**src/hdl/tsdf_pkg.sv**
```systemverilog
// Shared types, constants and register codes for the torus distance grid sampler.
package tsdf_pkg;

  localparam int MAX_DIM     = 64;
  localparam int IDX_W       = $clog2(MAX_DIM);
  localparam int SIZE_W      = 7;
  localparam int ADDR_W      = 18;
  localparam int SYZ_W       = 2 * SIZE_W - 1;
  localparam int SQRT_STAGES = 16;
  localparam int LINE_LEN    = 2 * SQRT_STAGES + 5;

  localparam logic [31:0] RECIP_TEN = 32'hCCCC_CCCD;

  typedef enum logic [2:0] {
    REG_ORIGIN_X   = 3'd0,
    REG_ORIGIN_Y   = 3'd1,
    REG_ORIGIN_Z   = 3'd2,
    REG_STEP       = 3'd3,
    REG_RESOLUTION = 3'd4,
    REG_SIZE_X     = 3'd5,
    REG_SIZE_Y     = 3'd6,
    REG_SIZE_Z     = 3'd7
  } reg_idx_t;

  typedef struct packed {
    logic signed [31:0] origin_x;
    logic signed [31:0] origin_y;
    logic signed [31:0] origin_z;
    logic [30:0]        step;
    logic [30:0]        resolution;
    logic [SIZE_W-1:0]  eff_x;
    logic [SIZE_W-1:0]  eff_y;
    logic [SIZE_W-1:0]  eff_z;
    logic [SYZ_W-1:0]   syz;
    logic [27:0]        small_r;
  } cfg_t;

  typedef struct packed {
    logic              valid;
    logic [ADDR_W-1:0] addr;
    logic              oor;
    logic [63:0]       sqz;
  } side_t;

endpackage

```
**src/hdl/tsdf_sqrt.sv**
```systemverilog
// Pipelined floor square root of a 64-bit value, two result bits per stage.
module tsdf_sqrt (
  input  logic        clk,
  input  logic [63:0] din,
  output logic [31:0] root
);
  import tsdf_pkg::*;

  logic [34:0] rem_q  [SQRT_STAGES];
  logic [31:0] root_q [SQRT_STAGES];
  logic [63:0] n_q    [SQRT_STAGES];

  for (genvar s = 0; s < SQRT_STAGES; s++) begin : g_stage
    logic [34:0] r_in;
    logic [31:0] q_in;
    logic [63:0] m_in;
    logic [34:0] r;
    logic [31:0] q;
    logic [63:0] m;
    logic [34:0] t;

    if (s == 0) begin : g_first
      assign r_in = '0;
      assign q_in = '0;
      assign m_in = din;
    end else begin : g_next
      assign r_in = rem_q[s-1];
      assign q_in = root_q[s-1];
      assign m_in = n_q[s-1];
    end

    always_comb begin
      r = r_in;
      q = q_in;
      m = m_in;
      t = '0;
      for (int k = 0; k < 2; k++) begin
        r = {r[32:0], m[63:62]};
        m = {m[61:0], 2'b00};
        t = {1'b0, q, 2'b01};
        if (r >= t) begin
          r = r - t;
          q = {q[30:0], 1'b1};
        end else begin
          q = {q[30:0], 1'b0};
        end
      end
    end

    always_ff @(posedge clk) begin
      rem_q[s]  <= r;
      root_q[s] <= q;
      n_q[s]    <= m;
    end
  end

  assign root = root_q[SQRT_STAGES-1];
endmodule

```
**config.mk**
```make
export PLATFORM = sky130hd
export DESIGN_NAME = tsdf_sqrt
export DESIGN_NICKNAME = d
export VERILOG_FILES = /design/src/hdl/tsdf_pkg.sv /design/src/hdl/tsdf_sqrt.sv
export SDC_FILE = /design/constraint.sdc
export NUM_CORES = 2
export LEC_CHECK = 0
export ABC_CLOCK_PERIOD_IN_PS = 9630
export CORE_MARGIN = 2
export CORE_UTILIZATION = 30
export CTS_BUF_LIST = sky130_fd_sc_hd__clkbuf_8
export DETAILED_ROUTE_END_ITERATION = 8
export DONT_BUFFER_PORTS = 1
export PLACE_DENSITY = 0.53
export REMOVE_ABC_BUFFERS = 1
export SYNTH_ARGS = -nofsm -noshare
export SYNTH_HDL_FRONTEND = slang
export SYNTH_SLANG_ARGS = --single-unit
```
**constraint.sdc**
```tcl
create_clock -name clk -period 9.63 [get_ports clk]
set_clock_uncertainty 0.2 [all_clocks]
set_input_delay 0 -clock clk [delete_from_list [all_inputs] [get_ports clk]]
set_output_delay 0 -clock clk [all_outputs]
set_load 0.01 [all_outputs]
```
==> run metrics <==
Post-synth top flop dfxtp_1; f_max roughly 130 MHz; multi-input combinational cell area roughly 41000 sq um; critical path arrival 8.48 ns; Post-synth EDFFs 0; FILL cells approximately 23k; GR Util met3 2.35%; most frequent cell after synthesis dfxtp_1; Setup crit start kind register; Synth Area in Adders 10.2%; endpoints failing setup 0; Slew @ Worst Pin 1.09 ns; vias in the first global route around 58k; Syn Inst Count 8044; H-tree lvl count 4; maximum vdd drop 0.000185 V; final hold vios 0; synthesized flop and latch total 1225; GRT Max-Usage Layer met2; M1 GR Usage 22.2%; max_cap viols 0; overall die width 480 um; core area 225000 sq um; initial core utilization 30.2%; FP Rows 174; share of layout cells above drive strength 1 6.87%; Pwr Total 18.8 mW; R2R cell count 22; die area 231000 sq um; first-pass GRT wire length 328 mm; async set-reset flop share out of synthesis 0%; simple-gate share of the synthesized area 19.5%; clk_lat worst skew 0.95 ns; Setup WS post-layout 1.76 ns; die extent in y 480 um; post-synthesis mux area share around 1.5%; Vias/cell 5.15; r2r endpoint rem_q[1][127]; WS Path Type register to register; Remaining DRCs 0; RR Startpoint root_q[1][79]; Sink Count 1225; gp weighted congestion between 0.9 and 1; Post-DP Area 71300 sq um; CTS tree yes; RSZ-0062 raised after global routing no; Crit path required time 10.24 ns; Hold Path Class register to register; clock slew at reported path FFs 0.06 ns; Max-slew headroom between 20% and 30%; top cells by count, synth dfxtp_1 (1225), nand2_1 (675), a21oi_1 (653); FF/Latch Area ~25000 sq um; crit path capture rem_q[1][127]; period utilisation layout 81.7%; CTS max path bufs 3; largest family of logic cells by synthesized area simple AND/OR/NAND/NOR gates; sequential-to-total area share from yosys stat ~36%; Root Buffer clkbuf_8; via count 58.9k; met2 usage 31.3%; post-synthesis xor/xnor area fraction 9.64%; Nets about 8.9k; worst-path fanout max 46; Yosys top cell area share a little over a third; pwr dens 240 nW/um^2; Slew Viols, Final 0; worst hold slack 0.0918 ns; TritonCTS Buffers 210; largest net degree at the start of global routing 47; Top Ports 97; Post-DRT Antenna Nets 0; Port Buffers 0; drt first pass iters 6; Worst setup EP type register; DRT iter0 DRCs 4180; Synth Warn # 0; Area contributors post-synth dfxtp_1 (36%), ha_1 (10%), xnor2_1 (6.1%), a21oi_1 (4.8%), nand2_1 (3.7%); Total GRT Usage about 18%; post-DP HPWL 169 mm; Resized cells post-CTS 0; pre-CTS WS about 1.8 ns; CP startpoint root_q[1][79]; post-synth cell types 95; Avg Cell Area, Syn 8.47 sq um; antenna violations before repair 14; wire per inst 18.6 um; flop-to-flop setup slack 1.76 ns; final WL between 200 and 250 mm; Synth area leader dfxtp_1; Layout area overhead 15.1%; global route total overflow 0; post-synthesis compound-gate area fraction 19.2%; Lkg Pwr around 35 nW; status finished, final reports clean; Finished Cell Area 78400 sq um; Synth Cell Area 68100 sq um; fin crit period 7.87 ns
[cell usage in the layout (no fill, tap or decap), types with 106 or more instances in the layout]
master,n
nand4_1,127
ha_1,557
dfxtp_1,1225
nand3_1,213
inv_1,500
xor2_1,276
clkbuf_8,262
nor3_1,232
a21oi_1,651
nor2_1,631
o21ai_0,450
a21o_1,248
nand2_1,675
nand2b_1,106
dlygate4sd3_1,199
xnor2_1,472
[worst max-delay path: stages, from the launching register on]
cell      delay (ns)
dfxtp_1         0.46
inv_1           0.14
ha_1            0.39
nand2_1         0.13
nor3_1          0.30
o31ai_1         0.19
a211oi_1        0.68
or2_2           0.24
inv_1           0.28
o41ai_1         0.79
ha_1            0.50
a21oi_1         0.19
o221ai_1        0.16
nand2_1         0.13
o31ai_1         0.14
a211oi_1        0.57
a21oi_1         0.17
o21a_1          0.24
or2_2           0.33
nor4_4          0.42
buf_4           0.48
inv_1           0.28
mux2_2          0.34
[worst min-delay path by stage]
stage           startpoint           to  slack, ns  cells after the start
5_1_grt        n_q[1][294]  n_q[1][358]        0.1                      0
4_1_cts        n_q[1][294]  n_q[1][358]       0.09                      0
2_1_floorplan       din[0]    n_q[0][0]      -0.17                      0
3_5_place_dp       din[29]   n_q[0][29]      -0.17                      0
3_3_place_gp       din[58]   n_q[0][58]      -0.17                      0
6_report       n_q[1][294]  n_q[1][358]       0.09                      0
[power by group]
group / switching, mW / leakage, nW / internal, mW
sequential: 0.920 / 10.2 / 5.95
combinational: 3.90 / 22.3 / 2.61
clock: 2.30 / 2.67 / 3.16
total: 7.12 / 35.2 / 11.7
[kinds of logic (layout without fill, tap and decap cells)]
logic type / Yosys count / in the layout
multiplexers: 95 / 95
XOR/XNOR: 749 / 749
other: 1 / 15
buffers and inverters: 701 / 1094
flip-flops: 1225 / 1225
AND/OR/NAND/NOR: 2651 / 2651
AO/OA/AOI/OAI: 2065 / 2065
adder cells (fa/ha/maj): 557 / 557
[flip-flops by register name (all words and copies together) (netlist names)]
name / count
n_q: 480
rem_q: 473
root_q: 272
[final cells by class]
class                      instances  area share (%)
multi-input combinational       6120            52.3
sequential                      1225            31.3
tap                             2992            4.78
clock buffer                     262            4.60
timing repair buffer             237            2.91
inverter                         471            2.26
clock inverter                   124            1.79
antenna                           12          0.0383
[metal layers]
layer | vias up | wire (um) | part of all wire, %
met5 | - | 18 | 0.0085
met4 | 2 | 6900 | 3.2
met3 | 361 | 8790 | 4.1
met2 | 1465 | 104000 | 49
met1 | 27900 | 93000 | 44
li1 | 29200 | - | -
[metrics by stage]
| step | setup TNS [ns] | utilization [%] | cells |
|---|---|---|---|
| 4_1_cts | 0 | 34.8 | 11400 |
| 5_1_grt | 0 | 34.8 | 11400 |
| 2_1_floorplan | -139.69 | - | 7816 |
| 3_3_place_gp | 0 | 31.7 | 10800 |
| 6_report | 0 | 34.8 | 11400 |
| 3_5_place_dp | 0 | 31.7 | 10800 |
[what timing repair did]
item | CTS | global route
hold buffers | 199 | 0
buffers inserted | 0 | 0
endpoints found under the hold margin | 73 | 0
endpoints found under the setup margin | 0 | 0
(Power assumes the default switching activity.)
