### src/hdl/tsdf_pkg.sv
// Shared types, constants and register codes for the torus distance grid sampler.
package tsdf_pkg;

  localparam int MAX_DIM     = 64;
  localparam int IDX_W       = $clog2(MAX_DIM);
  localparam int SIZE_W      = 7;
  localparam int ADDR_W      = 18;
  localparam int SYZ_W       = 2 * SIZE_W - 1;
  localparam int SQRT_STAGES = 16;
  localparam int LINE_LEN    = 2 * SQRT_STAGES + 5;

  localparam logic [31:0] RECIP_TEN = 32'hCCCC_CCCD;

  typedef enum logic [2:0] {
    REG_ORIGIN_X   = 3'd0,
    REG_ORIGIN_Y   = 3'd1,
    REG_ORIGIN_Z   = 3'd2,
    REG_STEP       = 3'd3,
    REG_RESOLUTION = 3'd4,
    REG_SIZE_X     = 3'd5,
    REG_SIZE_Y     = 3'd6,
    REG_SIZE_Z     = 3'd7
  } reg_idx_t;

  typedef struct packed {
    logic signed [31:0] origin_x;
    logic signed [31:0] origin_y;
    logic signed [31:0] origin_z;
    logic [30:0]        step;
    logic [30:0]        resolution;
    logic [SIZE_W-1:0]  eff_x;
    logic [SIZE_W-1:0]  eff_y;
    logic [SIZE_W-1:0]  eff_z;
    logic [SYZ_W-1:0]   syz;
    logic [27:0]        small_r;
  } cfg_t;

  typedef struct packed {
    logic              valid;
    logic [ADDR_W-1:0] addr;
    logic              oor;
    logic [63:0]       sqz;
  } side_t;

endpackage

### src/hdl/tsdf_point.sv
// Sample point, flat address and range flag stage.
module tsdf_point (
  input  logic                        clk,
  input  logic                        rst,
  input  logic                        in_valid,
  input  logic [tsdf_pkg::IDX_W-1:0]  gx,
  input  logic [tsdf_pkg::IDX_W-1:0]  gy,
  input  logic [tsdf_pkg::IDX_W-1:0]  gz,
  input  tsdf_pkg::cfg_t              cfg,
  output logic                        out_valid,
  output logic signed [31:0]          px,
  output logic signed [31:0]          py,
  output logic signed [31:0]          pz,
  output logic [tsdf_pkg::ADDR_W-1:0] addr,
  output logic                        oor
);
  import tsdf_pkg::*;

  function automatic logic signed [31:0] coord(input logic signed [31:0] org,
                                               input logic [IDX_W-1:0] idx,
                                               input logic [30:0] stp);
    logic signed [38:0] p;
    p = 39'(org) + $signed({2'b00, {31'd0, idx} * {6'd0, stp}});
    if (p > 39'sh0_7FFF_FFFF)       coord = 32'sh7FFF_FFFF;
    else if (p < -39'sh0_8000_0000) coord = 32'sh8000_0000;
    else                            coord = p[31:0];
  endfunction

  logic [18:0] addr_sum;

  assign addr_sum = 19'({13'd0, gx} * {6'd0, cfg.syz}) +
                    19'({13'd0, gy} * {12'd0, cfg.eff_z}) + 19'(gz);

  always_ff @(posedge clk) begin
    if (rst) out_valid <= 1'b0;
    else     out_valid <= in_valid;
  end

  always_ff @(posedge clk) begin
    px   <= coord(cfg.origin_x, gx, cfg.step);
    py   <= coord(cfg.origin_y, gy, cfg.step);
    pz   <= coord(cfg.origin_z, gz, cfg.step);
    addr <= addr_sum[ADDR_W-1:0];
    oor  <= ({1'b0, gx} >= cfg.eff_x) || ({1'b0, gy} >= cfg.eff_y) ||
            ({1'b0, gz} >= cfg.eff_z);
  end
endmodule

### config.mk
export PLATFORM = sky130hd
export DESIGN_NAME = tsdf_point
export DESIGN_NICKNAME = d
export VERILOG_FILES = /design/src/hdl/tsdf_pkg.sv /design/src/hdl/tsdf_point.sv
export SDC_FILE = /design/constraint.sdc
export NUM_CORES = 2
export LEC_CHECK = 0
export ABC_CLOCK_PERIOD_IN_PS = 15250
export BUFFER_PORTS_ARGS = -buffer_cell sky130_fd_sc_hd__buf_2
export CAP_MARGIN = 40
export CELL_PAD_IN_SITES_DETAIL_PLACEMENT = 0
export CELL_PAD_IN_SITES_GLOBAL_PLACEMENT = 2
export CORE_ASPECT_RATIO = 0.7
export CORE_UTILIZATION = 40
export DETAILED_ROUTE_END_ITERATION = 16
export GPL_TIMING_DRIVEN = 0
export MAX_ROUTING_LAYER = met4
export PLACE_DENSITY_LB_ADDON = 0.05
export REMOVE_ABC_BUFFERS = 1
export SLEW_MARGIN = 20
export SYNTH_ARGS = -nofsm -noshare
export SYNTH_HDL_FRONTEND = slang
export SYNTH_SLANG_ARGS = --single-unit
### constraint.sdc
create_clock -name clk -period 15.25 [get_ports clk]
set_input_delay 3.8125 -clock clk [delete_from_list [all_inputs] [get_ports clk]]
set_output_delay 3.8125 -clock clk [all_outputs]
set_load 0.05 [all_outputs]
==> reports/metrics.csv <==
stage,metric,value,unit
yosys,syn_avg_cell_area,8.24,um^2
timing,worst_pin_slew,0.910,ns
route,wirelength,85000,um
die,io_pins,357,
route,drtAntennaViolNets,0,
worst_setup_path,crit_path_end_kind,register,
place,dp_hpwl,68700,um
timing,finalCritPeriodShare,0.789,
clock_tree,cts_sinks,116,
power,p_int,3.39,mW
die,start_util,0.405,
worst_setup_path,worstSetupPathType,in2reg,
die,rows,84,
grt,grt_util_all_layers,0.233,
clock_tree,holdBufCountCts,0,
grt,grt_max_degree,40,
power,ir_worst_vdd,0.147,mV
place,portBuffers,297,
timing,slew_headroom,0.393,
power,p_switching,4.45,mW
die,fp.dieArea,77300,um^2
place,dp.cells,4851,
die,die_width,332,um
power,powerDensity,233,nW/um^2
finish,drive_gt1_frac,0.0959,
clock_tree,cts_made_buffers,17,
clock_tree,htree_levels,4,
clock_tree,cts_root_buf,clkbuf_16,
clock_tree,cts_setup_buffers,0,
die,core,75300,um^2
timing,grt_setup_unrepaired,false,
finish,final_cells,4894,
yosys,netlist_area,30500,um^2
timing,clock.fmax,0.0831,GHz
finish,nets,4905,
timing,fin_crit,12.04,ns
power,power_frac_comb,0.875,
worst_hold_path,min_path_type,in2reg,
yosys,synthDistinctLibCells,71,
timing,postLayoutSetupSlackWorst,3.21,ns
worst_setup_path,worstPathArrival,12.40,ns
worst_setup_path,worst_path_max_delay_cell,o41a_2,
worst_setup_path,cpPeakStageDelay,0.70,ns
yosys,syn_inst,3697,
worst_setup_path,crit_path_frequent_cell,o21ai_0,
power,leakagePower,17.1,nW
worst_setup_path,crit_required,15.62,ns
yosys,synth-seq-cells,116,
yosys,synth_edf_count,0,
power,p_sw_frac,0.568,
yosys,synth-main-ff-cell,dfxtp_1,
finish,areaGrowthSynthToFinish,10.4,%
die,fp.dieH,233,um
clock_tree,cts_buffer_depth,2,
grt,grt_pass1_vias,26100,
timing,hold_viol_final,0,
job,max_cap_viol_count,0,
timing,drv_slew,0,
route,dr.pass1.iters,5,
yosys,seq_area_frac_synth,0.0762,
power,power_frac_seq,0.067,
timing,setup_viol,0,
route,vias,25300,
power,power,7.84,mW
status,status,"finished, final reports clean",
place,place_congestion,0.857,
clock_tree,cts_tree,built,
finish,multi_input_area,25200,um^2
power,pwr-share-clk,0.058,
route,post-route-drc-count,0,
route,avgRoutedWirePerCell,17.4,um
place,placed_area,32900,um^2
finish,final_area,33600,um^2
yosys,yosysWarnings,0,
grt,overflow,0,
grt,grt_pass1_wl,139000,um
route,drt_iter0_markers,1241,
worst_setup_path,crit_path_start_kind,input port,
yosys,async_flop_share,0,
place,place_ws,2.70,ns
clock_tree,cts-resized-gates,0,
grt,antenna_found_initial,12,
worst_setup_path,cp_max_fo,39,
timing,fin_setup_tns,0,ns
clock_tree,clk_pin_slew,0.06,ns
finish,fillers,7668,
worst_hold_path,hold_path_depth,2,
finish,utilization,0.447,
timing,timing.hold.ws,3.49,ns
finish,regArea,2320,um^2
route,viasPerCell,5.18,
## cells in the final DEF, fill, tap and decap left out, types with 19 or more instances in the layout
| cell type | Yosys | routed |
|---|---|---|
| a21o_1 | 125 | 125 |
| nor3_1 | 29 | 29 |
| fa_1 | 444 | 444 |
| nand2_1 | 309 | 309 |
| dfxtp_1 | 116 | 116 |
| o21ai_0 | 114 | 114 |
| ha_1 | 333 | 333 |
| and2_1 | 479 | 479 |
| nand3_1 | 44 | 44 |
| xnor2_1 | 130 | 130 |
| a21oi_1 | 190 | 190 |
| a31oi_1 | 23 | 23 |
| buf_2 | 17 | 297 |
| nand4_1 | 19 | 19 |
| xor2_1 | 75 | 75 |
| nand2b_1 | 34 | 34 |
| o21a_1 | 36 | 36 |
| inv_1 | 649 | 649 |
| nor2b_1 | 27 | 27 |
| o21bai_1 | 25 | 25 |
| nor2_1 | 107 | 107 |
| and3_1 | 22 | 22 |
| o21ai_1 | 69 | 69 |
## registers in the layout, indices dropped and copies added (netlist names)
register,cells
px,32
addr,18
oor,1
py,32
out_valid,1
pz,32
## worst paths after layout
| check | from | to |
|---|---|---|
| worst max-delay path | gy[4] | py[6] |
| worst min-delay path | rst | out_valid |
## worst max-delay path: cells and delay by family
kind,cells,cell delay [ns]
XOR/XNOR,2,0.34
AO/OA/AOI/OAI,16,4.60
buffers and inverters,2,0.69
AND/OR/NAND/NOR,6,0.77
adder cells (fa/ha/maj),5,2.16
## logic make-up after synthesis
family          share of synthesized area
buf+inv                            0.0985
fa+ha+maj                           0.429
xor+xnor                           0.0589
simple gates                        0.191
compound gates                      0.147
flops                              0.0762
## power by group through the flow
| stage | combinational, mW | sequential (mW) | clock, mW |
|---|---|---|---|
| after floorplan | 4.67 | 1.07 | 0 |
| after global placement | 6.79 | 0.534 | 0 |
| after detailed placement | 6.86 | 0.535 | 0 |
| after CTS | 6.91 | 0.530 | 0.476 |
| after global routing | 7.68 | 0.540 | 0.484 |
| final | 6.86 | 0.526 | 0.455 |
## metal layers
| metal | vias to the layer above | routed length (um) | GRT usage |
|---|---|---|---|
| met5 | - | 0 | - |
| met3 | 70 | 3950 | 0.0304 |
| met4 | 0 | 1180 | 0.0516 |
| met2 | 426 | 38500 | 0.364 |
| met1 | 12700 | 41500 | 0.321 |
| li1 | 12200 | - | - |
## layout make-up
type / instances / share of cell area
diodes: 6 / 0.000446
clock buffers: 20 / 0.0136
inverters: 649 / 0.0724
multi-input cells: 2788 / 0.749
well taps: 989 / 0.0368
repair buffers: 315 / 0.0538
clock inverters: 11 / 0.00446
flip-flops and latches: 116 / 0.0691
## synth_stat cells, types with 69 or more instances
cell type,instances,area share
a21o_1,125,0.031
a21oi_1,190,0.031
and2_1,479,0.098
clkbuf_1,126,0.016
dfxtp_1,116,0.076
fa_1,444,0.29
ha_1,333,0.14
inv_1,649,0.080
nand2_1,309,0.038
nor2_1,107,0.013
o21ai_0,114,0.019
o21ai_1,69,0.011
xnor2_1,130,0.037
xor2_1,75,0.022
Power figures use the tool's default switching activity.
