==> src/hdl/tsdf_pkg.sv <==
// Shared types, constants and register codes for the torus distance grid sampler.
package tsdf_pkg;

  localparam int MAX_DIM     = 64;
  localparam int IDX_W       = $clog2(MAX_DIM);
  localparam int SIZE_W      = 7;
  localparam int ADDR_W      = 18;
  localparam int SYZ_W       = 2 * SIZE_W - 1;
  localparam int SQRT_STAGES = 16;
  localparam int LINE_LEN    = 2 * SQRT_STAGES + 5;

  localparam logic [31:0] RECIP_TEN = 32'hCCCC_CCCD;

  typedef enum logic [2:0] {
    REG_ORIGIN_X   = 3'd0,
    REG_ORIGIN_Y   = 3'd1,
    REG_ORIGIN_Z   = 3'd2,
    REG_STEP       = 3'd3,
    REG_RESOLUTION = 3'd4,
    REG_SIZE_X     = 3'd5,
    REG_SIZE_Y     = 3'd6,
    REG_SIZE_Z     = 3'd7
  } reg_idx_t;

  typedef struct packed {
    logic signed [31:0] origin_x;
    logic signed [31:0] origin_y;
    logic signed [31:0] origin_z;
    logic [30:0]        step;
    logic [30:0]        resolution;
    logic [SIZE_W-1:0]  eff_x;
    logic [SIZE_W-1:0]  eff_y;
    logic [SIZE_W-1:0]  eff_z;
    logic [SYZ_W-1:0]   syz;
    logic [27:0]        small_r;
  } cfg_t;

  typedef struct packed {
    logic              valid;
    logic [ADDR_W-1:0] addr;
    logic              oor;
    logic [63:0]       sqz;
  } side_t;

endpackage

==> src/hdl/tsdf_regs.sv <==
// Configuration register file with derived size product and minor radius.
module tsdf_regs (
  input  logic                clk,
  input  logic                rst,
  input  logic                psel,
  input  logic                penable,
  input  logic                pwrite,
  input  logic [4:0]          paddr,
  input  logic [31:0]         pwdata,
  output logic [31:0]         prdata,
  output tsdf_pkg::cfg_t      cfg
);
  import tsdf_pkg::*;

  logic signed [31:0] origin_x, origin_y, origin_z;
  logic [30:0]        step, resolution;
  logic [SIZE_W-1:0]  size_x, size_y, size_z;
  logic [SIZE_W-1:0]  eff_x, eff_y, eff_z;
  logic [SYZ_W-1:0]   syz;
  logic [27:0]        small_r;
  logic [62:0]        recip_prod;
  logic               wr;
  reg_idx_t           idx;

  assign wr  = psel & penable & pwrite;
  assign idx = reg_idx_t'(paddr[4:2]);

  always_ff @(posedge clk) begin
    if (rst) begin
      origin_x   <= '0;
      origin_y   <= '0;
      origin_z   <= '0;
      step       <= 31'd65536;
      resolution <= 31'd4194304;
      size_x     <= SIZE_W'(MAX_DIM);
      size_y     <= SIZE_W'(MAX_DIM);
      size_z     <= SIZE_W'(MAX_DIM);
    end else if (wr) begin
      case (idx)
        REG_ORIGIN_X:   origin_x   <= pwdata;
        REG_ORIGIN_Y:   origin_y   <= pwdata;
        REG_ORIGIN_Z:   origin_z   <= pwdata;
        REG_STEP:       step       <= pwdata[30:0];
        REG_RESOLUTION: resolution <= pwdata[30:0];
        REG_SIZE_X:     size_x     <= pwdata[SIZE_W-1:0];
        REG_SIZE_Y:     size_y     <= pwdata[SIZE_W-1:0];
        REG_SIZE_Z:     size_z     <= pwdata[SIZE_W-1:0];
        default: ;
      endcase
    end
  end

  always_comb begin
    eff_x = (size_x > SIZE_W'(MAX_DIM)) ? SIZE_W'(MAX_DIM) : size_x;
    eff_y = (size_y > SIZE_W'(MAX_DIM)) ? SIZE_W'(MAX_DIM) : size_y;
    eff_z = (size_z > SIZE_W'(MAX_DIM)) ? SIZE_W'(MAX_DIM) : size_z;
    recip_prod = {32'd0, resolution} * {31'd0, RECIP_TEN};
  end

  // Division by ten is a reciprocal multiply, exact for any 32-bit value.
  always_ff @(posedge clk) begin
    syz     <= SYZ_W'({6'd0, eff_y} * {6'd0, eff_z});
    small_r <= recip_prod[62:35];
  end

  always_comb begin
    case (idx)
      REG_ORIGIN_X:   prdata = origin_x;
      REG_ORIGIN_Y:   prdata = origin_y;
      REG_ORIGIN_Z:   prdata = origin_z;
      REG_STEP:       prdata = {1'b0, step};
      REG_RESOLUTION: prdata = {1'b0, resolution};
      REG_SIZE_X:     prdata = {25'd0, size_x};
      REG_SIZE_Y:     prdata = {25'd0, size_y};
      REG_SIZE_Z:     prdata = {25'd0, size_z};
      default:        prdata = '0;
    endcase
  end

  assign cfg = '{origin_x: origin_x, origin_y: origin_y, origin_z: origin_z,
                 step: step, resolution: resolution,
                 eff_x: eff_x, eff_y: eff_y, eff_z: eff_z,
                 syz: syz, small_r: small_r};
endmodule

==> config.mk <==
export PLATFORM = sky130hd
export DESIGN_NAME = tsdf_regs
export DESIGN_NICKNAME = d
export VERILOG_FILES = /design/src/hdl/tsdf_pkg.sv /design/src/hdl/tsdf_regs.sv
export SDC_FILE = /design/constraint.sdc
export NUM_CORES = 1
export LEC_CHECK = 0
export ABC_AREA = 1
export ABC_CLOCK_PERIOD_IN_PS = 6100
export BUFFER_PORTS_ARGS = -buffer_cell sky130_fd_sc_hd__buf_2
export CELL_PAD_IN_SITES_DETAIL_PLACEMENT = 1
export CELL_PAD_IN_SITES_GLOBAL_PLACEMENT = 1
export CORE_MARGIN = 10
export CORE_UTILIZATION = 40
export CTS_CLUSTER_DIAMETER = 50
export DETAILED_ROUTE_END_ITERATION = 8
export GPL_TIMING_DRIVEN = 0
export PLACE_DENSITY_LB_ADDON = 0.12
export SLEW_MARGIN = 20
export SYNTH_ARGS = -nofsm -noshare
export SYNTH_HDL_FRONTEND = slang
export SYNTH_SLANG_ARGS = --single-unit
==> constraint.sdc <==
create_clock -name clk -period 6.1 [get_ports clk]
set_clock_uncertainty 0.2 [all_clocks]
set_input_delay 1.83 -clock clk [delete_from_list [all_inputs] [get_ports clk]]
set_output_delay 1.83 -clock clk [all_outputs]
set_load 0.05 [all_outputs]
==> flow_summary.toml, run 1 <==
[clock_tree]
cts_max_level = 2
cts_max_path_buffers = 3
cts-root-buf = "clkbuf_16"
cts.sinks = 220
clk_pin_slew_worst_paths_ns = 0.06
worstSkewPairLatency_ns = 0.57
numCtsBuffers = 34
cts_tree = "built"

[power_and_ir_drop]
p_sw_frac = 0.377
intPower_mw = 3.16
clockPowerShare = 0.386
p_comb_frac = 0.315
p_switching_mw = 1.91
leakage_nw = 16.4
seqPwrFrac = 0.299
peakVddDrop_uv = 216
power_density_mw_per_mm2 = 174

[setup_path]
worstSetupPathType = "flop to flop"
max_stage_delay_ns = 0.62
slowest_stage = "fa_2"
crit_start = "resolution[6]"
start_kind = "flop"
crit-reg2reg-launch = "resolution[6]"
crit_required_ns = 6.34
rr_worst_depth = 25
arrival_ns = 6.49
critical_path.max_fanout = 3
crit_top_cell = "fa_1"
cp-end-kind = "flop"

[placed_design]
port_buffers = 288
gp_congestion = 0.980
dpl.cell_count = 4236
place_hpwl_mm = 85.1
placed_cell_area_sq_mm = 0.0262
place_ws_ns = -1.09

[synthesis]
yosysMostFrequentCell = "nand2_1"
synthArstFlopShare = 0
syn_area_sq_mm = 0.0237
yosysTopAreaCell = "fa_1"
synth_cell_types = 42
syn-num-nets = 3804
netlist.area_leader.share = 0.214
synth_area_leaders = "fa_1 (21%), dfxtp_1 (19%), ha_1 (18%)"
synth-seq-area-share = 0.186
yosysWarningCount = 0
synth_edf_count = 0
syn_inst = 3175
synth-seq-cells = 220
synth_top_cells_by_count = "nand2_1 (686), inv_1 (672), nor2_1 (404)"
syn_area_per_cell_sq_um = 7.47
synth_ff_type = "dfxtp_1"

[outcome]
status = "finished, violations left"
violations = "negative setup slack"

[die]
die-area_sq_mm = 0.0694
io_pins = 294
rows = 89
die_h_microns = 263
core_area_sq_mm = 0.0589
start_util = 0.403
die_width_microns = 263

[timing]
tightest_slew_ns = 0.920
setup_violations = 21
slew_violations = 0
rsz0062_at_grt = "yes"
timing.final.crit_share = 1.03
worst_slack_ns = -0.153
min_period_ns = 6.25
fmax_mhz = 160
relSlewSlack = 0.385
setup_tns_ns = -1.48
hold_violations = 0

[global_routing]
grt_pass1_wl_mm = 151
grt_max_degree = 13
grt.overflow.total = 0
grt_usage = 0.283
first_global_vias = 24551
antenna_found_initial = 5

[route]
drc = 0
wl_mm = 101
wl_per_cell_microns = 23.3
drt-initial-drc-count = 1314
vias_per_cell = 5.18
firstDrtPassIters = 5
drtAntennaViolNets = 0
vias = 22448

[cells_and_area]
design_area_sq_mm = 0.0292
drive_above_1_share = 0.226
fin_cells = 4336
final_nets = 4166
fillers = 7333
syn_to_final_growth_pct = 22.9

[hold_path]
hp-start = "size_x[2]"
whs_path_depth = 2
hold_path.class = "flop to flop"

[flow_run]
max_cap_viol_count = 0
==> power by group through the flow <==
stage | sequential [mW] | clock (mW) | combinational [mW]
detailed placement | 1.55 | 0 | 1.28
CTS | 1.52 | 1.99 | 1.52
finish | 1.52 | 1.96 | 1.60
floorplan | 1.73 | 0 | 0.671
global placement | 1.55 | 0 | 1.25
global route | 1.52 | 2.06 | 1.73
==> stage by stage <==
step	hold slack (ns)	utilization	power [mW]
final	0.278	0.495	5.07
after global placement	0.264	0.444	2.80
after CTS	0.276	0.486	5.03
after floorplan	0.245	-	2.40
after detailed placement	0.267	0.444	2.83
after global routing	0.300	0.495	5.31
==> registers in the layout, indices dropped and copies added, names as in the netlist <==
signal and cells:
small_r 28, size_z 7, size_x 7, size_y 7, syz 13, step 31
origin_x 32, origin_z 32, resolution 31, origin_y 32
==> metal layers <==
| layer | up-vias | wire (microns) | global-route usage |
|---|---|---|---|
| li1 | 10509 | - | - |
| met1 | 11176 | 43700 | 0.355 |
| met2 | 595 | 46800 | 0.474 |
| met3 | 160 | 5800 | 0.0536 |
| met4 | 8 | 4600 | 0.110 |
| met5 | - | 55 | 0 |
==> critical path: cells and delay by family (launching register included) <==
| kind | cells | cell delay, ns |
|---|---|---|
| fa+ha+maj | 9 | 4.26 |
| simple gates | 9 | 0.86 |
| buf+inv | 7 | 0.40 |
| flops | 1 | 0.40 |
==> cell families (layout without fill, tap and decap cells) <==
logic type      Yosys count  in the layout  share of synthesized area
xor+xnor                 34             34                     0.0126
compound gates          354            354                     0.0839
flops                   220            220                      0.186
simple gates           1220           1220                      0.205
fa+ha+maj               587            587                      0.390
buf+inv                 760           1147                      0.123
other cells               0              1                          0
==> repair_timing <==
item                       in CTS  in global routing
cloned                          0                  0
buffers inserted               30                 10
pin swaps                      74                 79
hold buffers                    0                  0
resized for setup             312                136
setup endpoints to repair      28                 28
==> final cells by class <==
class                      instances  area (sq um)  share of cell area
multi-input combinational       2195         17900               0.615
sequential                       220          4480               0.154
inverter                         685          2590              0.0887
timing repair buffer             327          1750              0.0600
tap                              773           967              0.0332
clock buffer                      44           908              0.0312
buffer                            74           334              0.0115
clock inverter                    17           206             0.00708
antenna                            1          2.50           0.0000858
==> layout by cell type (no fill, tap or decap), types with 7 or more instances in the layout <==
master / n
inv_1: 616
nand2_1: 564
nor2_1: 358
buf_2: 303
ha_1: 289
fa_1: 231
dfxtp_1: 192
o21ai_0: 131
nand2_2: 88
a21oi_1: 70
inv_2: 64
clkbuf_1: 56
nand3_1: 52
o21ai_1: 51
buf_4: 45
nand2_4: 34
clkbuf_16: 34
nor2_4: 33
ha_4: 30
fa_2: 23
nand4_1: 22
nor2_2: 20
a221oi_1: 19
a22oi_1: 18
xor2_1: 17
xnor2_1: 16
a21oi_2: 16
dfxtp_4: 16
nand3_2: 14
ha_2: 14
o22ai_1: 13
dfxtp_2: 12
a21o_1: 8
a21oi_4: 8
o2111ai_1: 8
nor3_1: 7
nor3_2: 7
==> path summary, 6_finish.rpt <==
path | slack (ns) | to
worst max-delay path | -0.15 | small_r[24]
worst min-delay path | 0.28 | size_x[2]
worst max register to register | -0.15 | small_r[24]
worst min register to register | 0.28 | size_x[2]
Power figures use the tool's default switching activity.
==> inputs of run 2 (changes only) <==
- SKIP_CTS_REPAIR_TIMING: unset -> 1
==> flow_summary.toml, run 2 (synthesized netlist as in run 1, its figures left out) <==
[timing]
setup_violations = 28
rsz0062_at_grt = "yes"
min_period_ns = 6.41
tightest_slew_ns = 0.942
setup_tns_ns = -4.02
slew_violations = 0
worst_slack_ns = -0.313
hold_violations = 0
fmax_mhz = 156
timing.final.crit_share = 1.05
relSlewSlack = 0.369

[power_and_ir_drop]
leakage_nw = 16.4
peakVddDrop_uv = 222
power_density_mw_per_mm2 = 174

[cells_and_area]
syn_to_final_growth_pct = 22.5
diodes = 0
layout_commonest_cell = "inv_1"
fin_cells = 4336
top_regs = "origin_x: 32 flops, origin_y: 32 flops, origin_z: 32 flops"
fin_util = 0.493
final_nets = 4167
drive_above_1_share = 0.222
fillers = 7363
final_cell_mix = "inv_1 (620), nand2_1 (571), nor2_1 (354), buf_2 (303), ha_1 (293)"

[setup_path]
arrival_ns = 6.65
worstSetupPathType = "flop to flop"
crit_start = "resolution[29]"
crit_required_ns = 6.34
cp-end-kind = "flop"
critical_path.max_fanout = 4
crit-reg2reg-launch = "resolution[29]"
start_kind = "flop"

[hold_path]
hp-start = "size_x[2]"
hold_path.class = "flop to flop"

[placed_design]
port_buffers = 288
place_hpwl_mm = 85.1
dpl.cell_count = 4236
gp_congestion = 0.980

[die]
start_util = 0.403
die_h_microns = 263
core_area_sq_mm = 0.0589
rows = 89
die-area_sq_mm = 0.0694
die_width_microns = 263
io_pins = 294

[route]
drtAntennaViolNets = 0
drc = 0
vias = 22312
vias_per_cell = 5.15
wl_mm = 100
wl_per_cell_microns = 23.1
firstDrtPassIters = 5
drt-initial-drc-count = 1323

[clock_tree]
numCtsBuffers = 34
cts-root-buf = "clkbuf_16"
cts.sinks = 220
worstSkewPairLatency_ns = 0.57
clk_pin_slew_worst_paths_ns = 0.06
cts_tree = "built"
cts_max_level = 2
cts_max_path_buffers = 3

[global_routing]
grt_max_degree = 13
first_global_vias = 24081
grt_pass1_wl_mm = 148
antenna_found_initial = 5
grt_usage = 0.277
grt.overflow.total = 0

[outcome]
status = "finished, violations left"
violations = "negative setup slack"

[flow_run]
max_cap_viol_count = 0
[run 2: changes by cell type in the layout (fill, tap and decap cells not counted), moves of 4 or more]
cell,delta
nor2_2,+8
nor2_1,-4
inv_1,+4
inv_2,-6
nor2_4,-4
ha_4,-4
a21oi_2,-5
ha_1,+4
a21oi_1,+4
nand2_1,+7
nand2_2,-4
[run 2: worst paths after layout]
kind / endpoint / slack (ns) / cells after the start
max reg2reg: small_r[21] / -0.31 / 26
min reg2reg: size_x[2] / 0.28 / 2
min: size_x[2] / 0.28 / 2
max: small_r[21] / -0.31 / 26
[run 2: final cells by class]
cell class	count	area, sq um	area share
inverter	685	2590	0.0893
clock buffer	44	908	0.0313
clock inverter	17	206	0.00711
timing repair buffer	328	1750	0.0604
sequential	220	4470	0.154
tap	773	967	0.0333
multi-input combinational	2195	17800	0.613
buffer	74	334	0.0115
[run 2: report_power, final]
group / switching, mW / internal, mW / total (mW) / leakage [nW]
registers: 0.0288 / 1.49 / 1.52 / 1.80
logic: 1.07 / 0.515 / 1.58 / 14.1
clock network: 0.804 / 1.16 / 1.96 / 0.531
[run 2: worst max-delay path, cell delays in order (launching register included)]
cell and delay (ns):
dfxtp_4 0.38, inv_6 0.04, ha_4 0.25, inv_2 0.04, fa_1 0.58, inv_2 0.07, fa_1 0.53, inv_1 0.06
fa_1 0.52, inv_2 0.05, fa_1 0.56, inv_2 0.05, fa_1 0.49, inv_2 0.04, fa_1 0.48, fa_2 0.57
inv_2 0.05, ha_4 0.29, nand2_4 0.07, nor2_4 0.13, nand2_2 0.09, nor3_4 0.30, nand2_2 0.12, nor2_2 0.11
nand2_1 0.07, nand3_1 0.09, nand2_1 0.07
[run 2: layer usage]
| layer | routed length, microns | vias to the layer above | global-route usage | share of wire |
|---|---|---|---|---|
| li1 | - | 10493 | - | - |
| met1 | 43100 | 11093 | 0.347 | 0.43 |
| met2 | 47200 | 573 | 0.464 | 0.47 |
| met3 | 6080 | 145 | 0.0585 | 0.061 |
| met4 | 3700 | 8 | 0.0977 | 0.037 |
| met5 | 46 | - | 0 | 0.00046 |
[run 2: through the flow]
| stage | hold WS [ns] | total power [mW] | worst slack (ns) | cell area (sq um) |
|---|---|---|---|---|
| after floorplan | 0.245 | 2.40 | 0.0138 | 23800 |
| after global placement | 0.264 | 2.80 | -0.985 | 26200 |
| after detailed placement | 0.267 | 2.83 | -1.09 | 26200 |
| after CTS | 0.276 | 4.80 | -1.12 | 27300 |
| after global routing | 0.300 | 5.30 | -0.478 | 29000 |
| final | 0.280 | 5.06 | -0.313 | 29000 |
